<file path="src/design/css_pkg.sv">
`timescale 1ns / 1ps
`default_nettype none
// ----------------------------------------------------------------------------
// css_pkg
// Shared types and constants of the conveyor sort sequencer.
// ----------------------------------------------------------------------------
package css_pkg;

   localparam int DIF_W   = 7;
   localparam int BEAM_W  = 2;
   localparam int LIM_W   = 3;
   localparam int STATE_W = 4;
   localparam int KIND_W  = 2;
   localparam int ACT_W   = 7;

   // actuator register bit positions
   localparam int ACT_EMIT = 0;
   localparam int ACT_G1   = 1;
   localparam int ACT_G2   = 2;
   localparam int ACT_PUSH = 3;
   localparam int ACT_WARN = 6;

   localparam logic [ACT_W-1:0] ACT_RESET_OUTPUTS = 7'b000_0110;
   localparam logic [ACT_W-1:0] ACT_PUSH_MASK     = 7'b011_1000;

   // classification codes: {diffuse bit 2, diffuse bit 1, gate beam broken}
   localparam logic [2:0] CLS_CODE_TYPE1 = 3'd7;
   localparam logic [2:0] CLS_CODE_TYPE2 = 3'd6;
   localparam logic [2:0] CLS_CODE_TYPE3 = 3'd4;

   localparam logic [KIND_W-1:0] KIND_UNKNOWN = 2'd0;
   localparam logic [KIND_W-1:0] KIND_TYPE1   = 2'd1;
   localparam logic [KIND_W-1:0] KIND_TYPE2   = 2'd2;
   localparam logic [KIND_W-1:0] KIND_TYPE3   = 2'd3;

   typedef enum logic [STATE_W-1:0] {
      ST_NOT_READY  = 4'd0,
      ST_READY      = 4'd1,
      ST_WAIT_G1    = 4'd2,
      ST_AT_G1      = 4'd3,
      ST_DETECTED   = 4'd4,
      ST_WAIT_G2    = 4'd5,
      ST_WEIGHING   = 4'd6,
      ST_WEIGHED    = 4'd7,
      ST_PRE_PUSH   = 4'd8,
      ST_AT_PUSHER  = 4'd9,
      ST_PUSHING    = 4'd10,
      ST_PUSHED     = 4'd11,
      ST_WAIT_CHUTE = 4'd12,
      ST_SORTED     = 4'd13,
      ST_ERROR      = 4'd14
   } seq_state_type;

   typedef struct packed {
      logic [DIF_W-1:0]  diffuse_sensors;
      logic [BEAM_W-1:0] beam_sensors;
      logic [LIM_W-1:0]  push_limits;
      logic              reset_button;
   } scan_type;

   // held request between the input stage and the core
   typedef struct packed {
      logic     valid;
      scan_type scan;
   } stage_type;

endpackage

`default_nettype wire

</file>
<file path="src/design/css_channels.sv">
`timescale 1ns / 1ps
`default_nettype none
// ----------------------------------------------------------------------------
// css channels
// Valid/ready channel interfaces for requests, results and the control
// register write port.
// ----------------------------------------------------------------------------
interface css_req_if import css_pkg::*; ();
   logic              valid;
   logic              ready;
   logic [DIF_W-1:0]  diffuse_sensors;
   logic [BEAM_W-1:0] beam_sensors;
   logic [LIM_W-1:0]  push_limits;
   logic              reset_button;

   modport source (output valid, diffuse_sensors, beam_sensors, push_limits, reset_button,
                   input ready);
   modport sink   (input valid, diffuse_sensors, beam_sensors, push_limits, reset_button,
                   output ready);
endinterface

interface css_rsp_if import css_pkg::*; ();
   logic               valid;
   logic               ready;
   logic               emitter_on;
   logic               gate_one_raised;
   logic               gate_two_raised;
   logic [LIM_W-1:0]   pusher_extend;
   logic               warning_light;
   logic [STATE_W-1:0] sequence_state;
   logic [KIND_W-1:0]  box_class;

   modport source (output valid, emitter_on, gate_one_raised, gate_two_raised,
                   pusher_extend, warning_light, sequence_state, box_class,
                   input ready);
   modport sink   (input valid, emitter_on, gate_one_raised, gate_two_raised,
                   pusher_extend, warning_light, sequence_state, box_class,
                   output ready);
endinterface

interface css_csr_if ();
   logic valid;
   logic ready;
   logic start_with_reset;

   modport source (output valid, start_with_reset, input ready);
   modport sink   (input valid, start_with_reset, output ready);
endinterface

`default_nettype wire

</file>
<file path="src/design/conveyor_sort_sequencer.sv">
`timescale 1ns / 1ps
`default_nettype none
// ----------------------------------------------------------------------------
// conveyor_sort_sequencer
// Box sorting sequencer for a conveyor: one sequence step per scan request.
// ----------------------------------------------------------------------------
// Each request is one scan of the conveyor sensors and produces exactly one
// result: the actuator levels, sequence state and box class after the step.
// A request is registered in the input stage, and the step is then taken into
// the result register once it is free; one request is accepted every cycle
// as long as results are taken. The control register start_with_reset (reset
// value 1) picks the start state and acts only until the first request after
// reset; the user must write it only while idle, which the block does not enforce.
module conveyor_sort_sequencer import css_pkg::*; (
   input  wire logic clock,
   input  wire logic reset,
   css_req_if.sink   req_chan,
   css_rsp_if.source rsp_chan,
   css_csr_if.sink   csr_chan
);

   stage_type stage;
   logic      take;

   css_in_stage u_in_stage (
      .clock    (clock),
      .reset    (reset),
      .req_chan (req_chan),
      .take     (take),
      .stage    (stage)
   );

   css_core u_core (
      .clock    (clock),
      .reset    (reset),
      .stage    (stage),
      .take     (take),
      .rsp_chan (rsp_chan),
      .csr_chan (csr_chan)
   );

`ifndef ASSERT_OFF
   // warning lamp only ever lit while in the error state
   a_warn_in_error: assert property (@(posedge clock) disable iff (reset)
      (rsp_chan.valid && rsp_chan.warning_light) |->
         (rsp_chan.sequence_state == ST_ERROR))
      else $error("warning light outside error state");

   // sorting states always carry a known box class
   a_class_known: assert property (@(posedge clock) disable iff (reset)
      (rsp_chan.valid && rsp_chan.sequence_state >= ST_DETECTED &&
       rsp_chan.sequence_state <= ST_SORTED) |-> (rsp_chan.box_class != KIND_UNKNOWN))
      else $error("sorting without box class");

   // a request with the end chute occupied always lands in error
   a_chute_error: assert property (@(posedge clock) disable iff (reset)
      (take && stage.scan.diffuse_sensors[0]) |=>
         (rsp_chan.valid && rsp_chan.sequence_state == ST_ERROR))
      else $error("end chute box did not force error");
`endif

endmodule

`default_nettype wire

</file>
<file path="src/design/css_in_stage.sv">
`timescale 1ns / 1ps
`default_nettype none
// ----------------------------------------------------------------------------
// css_in_stage
// Input register: captures one request and holds it until the core takes it.
// ----------------------------------------------------------------------------
module css_in_stage import css_pkg::*; (
   input  wire logic  clock,
   input  wire logic  reset,
   css_req_if.sink    req_chan,
   input  wire logic  take,
   output stage_type  stage
);

   logic     valid_ff;
   logic     valid_in;
   scan_type scan_ff;
   logic     accept;

   assign req_chan.ready = !valid_ff || take;
   assign accept         = req_chan.valid && req_chan.ready;

   always_comb begin
      valid_in = valid_ff;
      if (accept) begin
         valid_in = 1'b1;
      end else if (take) begin
         valid_in = 1'b0;
      end
   end

   always_ff @(posedge clock) begin
      if (reset) begin
         valid_ff <= 1'b0;
      end else begin
         valid_ff <= valid_in;
      end
      if (accept) begin
         scan_ff.diffuse_sensors <= req_chan.diffuse_sensors;
         scan_ff.beam_sensors    <= req_chan.beam_sensors;
         scan_ff.push_limits     <= req_chan.push_limits;
         scan_ff.reset_button    <= req_chan.reset_button;
      end
   end

   assign stage.valid = valid_ff;
   assign stage.scan  = scan_ff;

endmodule

`default_nettype wire

</file>
<file path="src/design/css_core.sv">
`timescale 1ns / 1ps
`default_nettype none
// ----------------------------------------------------------------------------
// css_core
// Sequence state, box class and actuator registers, the one-step transition
// logic and the result register.
// ----------------------------------------------------------------------------
module css_core import css_pkg::*; (
   input  wire logic  clock,
   input  wire logic  reset,
   input  stage_type  stage,
   output logic       take,
   css_rsp_if.source  rsp_chan,
   css_csr_if.sink    csr_chan
);

   seq_state_type     state_ff, state_in;
   logic [KIND_W-1:0] kind_ff, kind_in;
   logic [ACT_W-1:0]  act_ff, act_in;
   logic              untouched_ff;
   logic              rsp_valid_ff;
   logic              csr_write;
   logic [2:0]        cls_code;
   logic [LIM_W-1:0]  push_sel;
   logic              at_pusher;
   logic              push_done;
   logic [DIF_W-1:0]  dif;

   assign dif       = stage.scan.diffuse_sensors;
   assign take      = stage.valid && (!rsp_valid_ff || rsp_chan.ready);
   assign csr_write = csr_chan.valid && csr_chan.ready;
   assign csr_chan.ready = 1'b1;

   assign cls_code = {dif[2], dif[1], ~stage.scan.beam_sensors[0]};

   // one-hot pusher of the current box type, and its sensors
   always_comb begin
      case (kind_ff)
         KIND_TYPE1: begin
            push_sel = 3'b001;
         end
         KIND_TYPE2: begin
            push_sel = 3'b010;
         end
         KIND_TYPE3: begin
            push_sel = 3'b100;
         end
         default: begin
            push_sel = 3'b000;
         end
      endcase
   end

   assign at_pusher = |(push_sel & dif[DIF_W-1:DIF_W-LIM_W]);
   assign push_done = |(push_sel & stage.scan.push_limits);

   always_comb begin
      state_in = state_ff;
      kind_in  = kind_ff;
      act_in   = act_ff;
      case (state_ff)
         ST_NOT_READY: begin
            act_in   = ACT_RESET_OUTPUTS;
            state_in = ST_READY;
         end
         ST_READY: begin
            act_in[ACT_EMIT] = 1'b1;
            state_in         = ST_WAIT_G1;
         end
         ST_WAIT_G1: begin
            if (dif[2]) begin
               act_in[ACT_EMIT] = 1'b0;
               state_in         = ST_AT_G1;
            end
         end
         ST_AT_G1: begin
            case (cls_code)
               CLS_CODE_TYPE1: begin
                  kind_in = KIND_TYPE1;
               end
               CLS_CODE_TYPE2: begin
                  kind_in = KIND_TYPE2;
               end
               CLS_CODE_TYPE3: begin
                  kind_in = KIND_TYPE3;
               end
               default: begin
                  kind_in = KIND_UNKNOWN;
               end
            endcase
            state_in = (kind_in != KIND_UNKNOWN) ? ST_DETECTED : ST_ERROR;
         end
         ST_DETECTED: begin
            act_in[ACT_G1] = 1'b0;
            act_in[ACT_G2] = 1'b1;
            state_in       = ST_WAIT_G2;
         end
         ST_WAIT_G2: begin
            if (dif[3]) begin
               state_in = ST_WEIGHING;
            end
         end
         ST_WEIGHING: begin
            state_in = ST_WEIGHED;
         end
         ST_WEIGHED: begin
            act_in[ACT_G2] = 1'b0;
            state_in       = ST_PRE_PUSH;
         end
         ST_PRE_PUSH: begin
            if (at_pusher) begin
               state_in = ST_AT_PUSHER;
            end
         end
         ST_AT_PUSHER: begin
            act_in[ACT_PUSH +: LIM_W] = act_ff[ACT_PUSH +: LIM_W] | push_sel;
            state_in                  = ST_PUSHING;
         end
         ST_PUSHING: begin
            if (push_done) begin
               state_in = ST_PUSHED;
            end
         end
         ST_PUSHED: begin
            state_in = ST_WAIT_CHUTE;
         end
         ST_WAIT_CHUTE: begin
            // chute beam is broken when low
            if (!stage.scan.beam_sensors[1]) begin
               act_in   = act_ff & ~ACT_PUSH_MASK;
               state_in = ST_SORTED;
            end
         end
         ST_SORTED: begin
            act_in   = ACT_RESET_OUTPUTS;
            state_in = ST_READY;
         end
         ST_ERROR: begin
            act_in[ACT_WARN] = 1'b1;
            act_in[ACT_EMIT] = 1'b0;
            if (stage.scan.reset_button) begin
               act_in   = ACT_RESET_OUTPUTS;
               state_in = ST_READY;
            end
         end
         default: begin
         end
      endcase
      // box in the end chute overrides the next state
      if (dif[0]) begin
         state_in = ST_ERROR;
      end
   end

   always_ff @(posedge clock) begin
      if (reset) begin
         state_ff     <= ST_NOT_READY;
         kind_ff      <= KIND_UNKNOWN;
         act_ff       <= '0;
         untouched_ff <= 1'b1;
         rsp_valid_ff <= 1'b0;
      end else begin
         if (take) begin
            state_ff     <= state_in;
            kind_ff      <= kind_in;
            act_ff       <= act_in;
            untouched_ff <= 1'b0;
         end else if (csr_write && untouched_ff) begin
            // start state follows the register until the first request
            state_ff <= csr_chan.start_with_reset ? ST_NOT_READY : ST_READY;
         end
         if (take) begin
            rsp_valid_ff <= 1'b1;
         end else if (rsp_chan.ready) begin
            rsp_valid_ff <= 1'b0;
         end
      end
   end

   assign rsp_chan.valid           = rsp_valid_ff;
   assign rsp_chan.emitter_on      = act_ff[ACT_EMIT];
   assign rsp_chan.gate_one_raised = act_ff[ACT_G1];
   assign rsp_chan.gate_two_raised = act_ff[ACT_G2];
   assign rsp_chan.pusher_extend   = act_ff[ACT_PUSH +: LIM_W];
   assign rsp_chan.warning_light   = act_ff[ACT_WARN];
   assign rsp_chan.sequence_state  = state_ff;
   assign rsp_chan.box_class       = kind_ff;

endmodule

`default_nettype wire
</file>
<file path="src/flat_wrapper.sv">
// flat-port wrapper written by rule: the top's interface ports become plain ports
module conveyor_sort_sequencer_flat import css_pkg::*;
  (clock, reset, req_chan_valid, req_chan_diffuse_sensors, req_chan_beam_sensors, req_chan_push_limits, req_chan_reset_button, req_chan_ready, rsp_chan_valid, rsp_chan_emitter_on, rsp_chan_gate_one_raised, rsp_chan_gate_two_raised, rsp_chan_pusher_extend, rsp_chan_warning_light, rsp_chan_sequence_state, rsp_chan_box_class, rsp_chan_ready, csr_chan_valid, csr_chan_start_with_reset, csr_chan_ready);
  css_req_if req_chan_i ();
  css_rsp_if rsp_chan_i ();
  css_csr_if csr_chan_i ();
  input  wire logic clock;
  input  wire logic reset;
  input wire logic [$bits(req_chan_i.valid)-1:0] req_chan_valid;
  input wire logic [$bits(req_chan_i.diffuse_sensors)-1:0] req_chan_diffuse_sensors;
  input wire logic [$bits(req_chan_i.beam_sensors)-1:0] req_chan_beam_sensors;
  input wire logic [$bits(req_chan_i.push_limits)-1:0] req_chan_push_limits;
  input wire logic [$bits(req_chan_i.reset_button)-1:0] req_chan_reset_button;
  output wire logic [$bits(req_chan_i.ready)-1:0] req_chan_ready;
  output wire logic [$bits(rsp_chan_i.valid)-1:0] rsp_chan_valid;
  output wire logic [$bits(rsp_chan_i.emitter_on)-1:0] rsp_chan_emitter_on;
  output wire logic [$bits(rsp_chan_i.gate_one_raised)-1:0] rsp_chan_gate_one_raised;
  output wire logic [$bits(rsp_chan_i.gate_two_raised)-1:0] rsp_chan_gate_two_raised;
  output wire logic [$bits(rsp_chan_i.pusher_extend)-1:0] rsp_chan_pusher_extend;
  output wire logic [$bits(rsp_chan_i.warning_light)-1:0] rsp_chan_warning_light;
  output wire logic [$bits(rsp_chan_i.sequence_state)-1:0] rsp_chan_sequence_state;
  output wire logic [$bits(rsp_chan_i.box_class)-1:0] rsp_chan_box_class;
  input wire logic [$bits(rsp_chan_i.ready)-1:0] rsp_chan_ready;
  input wire logic [$bits(csr_chan_i.valid)-1:0] csr_chan_valid;
  input wire logic [$bits(csr_chan_i.start_with_reset)-1:0] csr_chan_start_with_reset;
  output wire logic [$bits(csr_chan_i.ready)-1:0] csr_chan_ready;
  assign req_chan_i.valid = req_chan_valid;
  assign req_chan_i.diffuse_sensors = req_chan_diffuse_sensors;
  assign req_chan_i.beam_sensors = req_chan_beam_sensors;
  assign req_chan_i.push_limits = req_chan_push_limits;
  assign req_chan_i.reset_button = req_chan_reset_button;
  assign req_chan_ready = req_chan_i.ready;
  assign rsp_chan_valid = rsp_chan_i.valid;
  assign rsp_chan_emitter_on = rsp_chan_i.emitter_on;
  assign rsp_chan_gate_one_raised = rsp_chan_i.gate_one_raised;
  assign rsp_chan_gate_two_raised = rsp_chan_i.gate_two_raised;
  assign rsp_chan_pusher_extend = rsp_chan_i.pusher_extend;
  assign rsp_chan_warning_light = rsp_chan_i.warning_light;
  assign rsp_chan_sequence_state = rsp_chan_i.sequence_state;
  assign rsp_chan_box_class = rsp_chan_i.box_class;
  assign rsp_chan_i.ready = rsp_chan_ready;
  assign csr_chan_i.valid = csr_chan_valid;
  assign csr_chan_i.start_with_reset = csr_chan_start_with_reset;
  assign csr_chan_ready = csr_chan_i.ready;
  conveyor_sort_sequencer u_core (.clock(clock), .reset(reset), .req_chan(req_chan_i), .rsp_chan(rsp_chan_i), .csr_chan(csr_chan_i));
endmodule
</file>
<file path="config.mk">
export PLATFORM = sky130hd
export DESIGN_NAME = conveyor_sort_sequencer_flat
export DESIGN_NICKNAME = d
export VERILOG_FILES = /design/src/design/css_pkg.sv /design/src/design/css_channels.sv /design/src/design/conveyor_sort_sequencer.sv /design/src/design/css_in_stage.sv /design/src/design/css_core.sv /design/src/flat_wrapper.sv
export SDC_FILE = /design/constraint.sdc
export NUM_CORES = 1
export LEC_CHECK = 0
export BUFFER_PORTS_ARGS = -buffer_cell sky130_fd_sc_hd__buf_2
export CAP_MARGIN = 20
export CORE_UTILIZATION = 55
export DETAILED_ROUTE_END_ITERATION = 6
export PLACE_DENSITY = 0.79
export SETUP_SLACK_MARGIN = 0.02
export SKIP_LAST_GASP = 1
export SYNTH_ARGS = -nofsm -noshare
export SYNTH_HDL_FRONTEND = slang
export SYNTH_SLANG_ARGS = --single-unit
</file>
<file path="constraint.sdc">
create_clock -name clock -period 2.7 [get_ports clock]
set_clock_uncertainty 0.05 [all_clocks]
set_input_delay 0.54 -clock clock [delete_from_list [all_inputs] [get_ports clock]]
set_output_delay 0.54 -clock clock [all_outputs]
set_load 0.02 [all_outputs]
</file>
==> impl_metrics.csv <==
group,metric,value,unit
pwr,power_leakage,0.6860,nW
detailed_routing,wl_met3,166,um
detailed_routing,routed-wl-met2,1428,um
clock_network,hold_buffers,0,
global_route,overflow,0,
pwr,internal_power,0.6322,mW
global_route,grt_pass1_wl,4471,um
worst_setup_path,worst_path_dominant_cell_family,"flip-flops",
synthesis,syn_area,1421,um^2
timing,setup_viol,0,
synthesis,syn_avg_cell_area,9.940,um^2
worst_setup_path,worstSetupEndpointType,"register",
timing,min_period_over_period,75.16,%
die,start_util,57.90,%
pwr,swShare,27.70,%
worst_setup_path,crit_path_max_fanout,21,
clock_network,clock_sinks,29,
synthesis,syn_nets,162,
placement,portBuffers,33,
timing,rsz0062_at_grt,"no",
run_status,status,"finished clean",
placement,placed_cell_area,1580,um^2
timing,relSlewSlack,57.34,%
die,dieArea,2792,um^2
die,row_count,18,
global_route,grt_usage,23.43,%
clock_network,tritoncts,"yes",
pwr,clkPwrFrac,28.7,%
worst_setup_path,crit_slowest_cell,"dfxtp_1",
detailed_routing,wl_met1,1325,um
die,chipWidth,52.84,um
synthesis,async_flop_share,0,%
detailed_routing,via_per_inst,5.748,
clock_network,root_buffer,"clkbuf_4",
die,io_pins,35,
pwr,vdd_drop_max,0.4085,mV
clock_network,cts_max_level,2,
clock_network,clock_path_buffers,2,
clock_network,cts_buffers,5,
global_route,grt_pass1_vias,985,
detailed_routing,drt-initial-drc-count,37,
pwr,p_switching,0.2422,mW
cells_and_area,fill_cells,214,
detailed_routing,vias,1184,
die,die_y,52.84,um
synthesis,synth_top_flop_cell,"dfxtp_1",
placement,dp_hpwl,2130,um
die,core,2455,um^2
detailed_routing,wl,2987,um
clock_network,cts_resized,0,
synthesis,synth-edff-count,13,
worst_setup_path,worst_path_largest_cell_delay,0.74,ns
detailed_routing,maxUsedRoutingLayer,"met4",
clock_network,clk-insertion-delay-late,0.34,ns
timing,min_period,2.029,ns
timing,slew_viol_final,0,
worst_setup_path,worstPathCellList,"or3b_1 -> a221oi_1 -> mux2_2 -> o21ai_2 -> mux2i_1",
pwr,p_per_area,535.9,nW/um^2
clock_network,post-cts-setup-buffer-count,0,
worst_setup_path,required,2.86,ns
synthesis,yosys_warnings,0,
worst_setup_path,crit_type,"register to register",
timing,fmax,492.8,MHz
synthesis,synth_cell_types,40,
detailed_routing,firstDrtPassIters,5,
cells_and_area,syn_to_final_growth,14.79,%
placement,pre_cts_ws,0.7335,ns
placement,gp_congestion,0.8647,
synthesis,ys_seq_elements,29,
run,drv_cap,0,
pwr,combPwrFrac,13.2,%
synthesis,syn_inst,143,
worst_setup_path,startpoint_type,"register",
cells_and_area,layoutNonFillerInstCount,206,
global_route,antenna_found_initial,0,
timing,tns,0,ns
global_route,grt_max_degree,22,
timing,finalHoldViolCount,0,
cells_and_area,final_nets,194,
detailed_routing,ant_nets,0,
clock_network,clk_pin_slew,0.09,ns
synthesis,ys_seq_area_share,50.00,%
cells_and_area,drive_gt1_share,26.70,%
timing,max_slew.worst_pin.slew,0.6390,ns
cells_and_area,antenna_cells,0,
placement,placed_cells,198,
worst_setup_path,critical_path_buf_inv_count,0,
timing,fin_ws,0.6707,ns
worst_setup_path,crit_arrival,2.19,ns
detailed_routing,wl_per_cell,14.50,um
worst_hold_path,hold_path.class,"input pin to register",
pwr,seqPwrFrac,58.2,%
cells_and_area,final_area,1632,um^2
detailed_routing,drc_errors,0,
metal layers:
layer | global-route usage (%) | vias up
met5 | 0 | -
met2 | 36.29 | 47
li1 | - | 581
met3 | 5.217 | 7
met1 | 29.64 | 549
met4 | 13.60 | 0
state kept, by name, indices dropped and copies added, names as in the netlist:
register,flops
u_core.u_in_stage.stage,13
u_core.u_core.act_ff,7
u_core.u_core.rsp_chan.valid,1
u_core.u_core.untouched_ff,1
u_core.u_in_stage.valid_ff,1
u_core.u_core.rsp_chan.box_class,2
u_core.u_core.rsp_chan.sequence_state,4
metrics by stage:
step	utilization (%)	hold WS, ns	power [mW]
floorplan	-	0.3764	0.5972
global placement	64.37	0.3895	0.6287
detailed placement	64.37	0.3953	0.6324
CTS	66.46	0.3194	0.8759
global route	66.46	0.3214	0.9081
finish	66.46	0.3240	0.8743
cells in the final DEF, fill, tap and decap left out, types with 2 or more instances in the layout:
cell / Yosys / layout
mux2_2: 4 / 4
dfxtp_1: 16 / 16
edfxtp_1: 13 / 13
nand4_1: 2 / 2
clkbuf_4: 0 / 5
nand2b_1: 8 / 8
a31oi_1: 2 / 2
a22oi_1: 2 / 2
a221oi_1: 3 / 3
o31ai_1: 2 / 2
nor2b_1: 8 / 8
and2_1: 2 / 2
inv_1: 5 / 5
nor2_1: 12 / 12
nand2_1: 7 / 7
nor3_1: 2 / 2
a21oi_1: 11 / 11
mux2i_1: 5 / 5
a21o_1: 3 / 3
buf_2: 2 / 33
o21ai_0: 11 / 11
clkinv_2: 0 / 2
layout make-up:
| cell class | instances | area (um^2) | area share [%] |
|---|---|---|---|
| sequential | 29 | 710.7 | 43.56 |
| multi-input combinational | 101 | 648.1 | 39.72 |
| timing repair buffer | 33 | 165.2 | 10.12 |
| clock buffer | 6 | 41.29 | 2.531 |
| tap | 30 | 37.54 | 2.301 |
| inverter | 5 | 18.77 | 1.150 |
| clock inverter | 2 | 10.01 | 0.6135 |
cells by family after synthesis:
group                    after synthesis  synth area share, %
XOR/XNOR                               1               0.6163
buffers and inverters                 13                4.401
AND/OR/NAND/NOR                       47                18.05
adder cells (fa/ha/maj)                1               0.7043
flip-flops                            29                50.00
AO/OA/AOI/OAI                         42                19.28
other                                  1               0.2638
multiplexers                           9                6.690
cell usage after synthesis (2+ instances only):
cell type   n  area share (%)
nor2_1     12             3.2
a22oi_1     2             1.1
clkbuf_1    4             1.1
a21oi_1    11             3.9
o31ai_1     2             1.1
buf_2       2            0.70
inv_1       5             1.3
edfxtp_1   13              27
nand4_1     2            0.88
mux2_2      4             3.2
nand2_1     7             1.8
dfxtp_1    16              23
a21o_1      3             1.6
nor2b_1     8             3.5
nand2b_1    8             3.5
a31oi_1     2            0.88
and2_1      2            0.88
mux2i_1     5             3.5
o21ai_0    11             3.9
nor3_1      2            0.70
a221oi_1    3             1.8
worst register-to-register path: stages, from the launching register on:
cell and delay, ns:
dfxtp_1 0.74, or3b_1 0.44, a221oi_1 0.21, mux2_2 0.21
o21ai_2 0.11, mux2i_1 0.15
path summary, 6_finish.rpt:
kind,from,end,slack [ns],cells after the start
max,u_core.u_core.rsp_chan.sequence_state[1]$_SDFFE_PP0P_,u_core.u_core.rsp_chan.sequence_state[1]$_SDFFE_PP0P_,0.67,5
min,req_chan_push_limits[2],u_core.u_in_stage.stage[3]$_DFFE_PP_,0.32,1
max reg2reg,u_core.u_core.rsp_chan.sequence_state[1]$_SDFFE_PP0P_,u_core.u_core.rsp_chan.sequence_state[1]$_SDFFE_PP0P_,0.67,5
min reg2reg,u_core.u_core.untouched_ff$_SDFFE_PP1N_,u_core.u_core.untouched_ff$_SDFFE_PP1N_,0.42,1
power groups by stage:
stage	combinational [mW]	clock, mW	sequential, mW
after CTS	0.115	0.253	0.508
final	0.115	0.251	0.509
after global placement	0.113	0	0.516
after floorplan	0.0868	0	0.510
after detailed placement	0.115	0	0.518
after global routing	0.126	0.270	0.512
No activity file was read; power rests on OpenSTA's default activity.
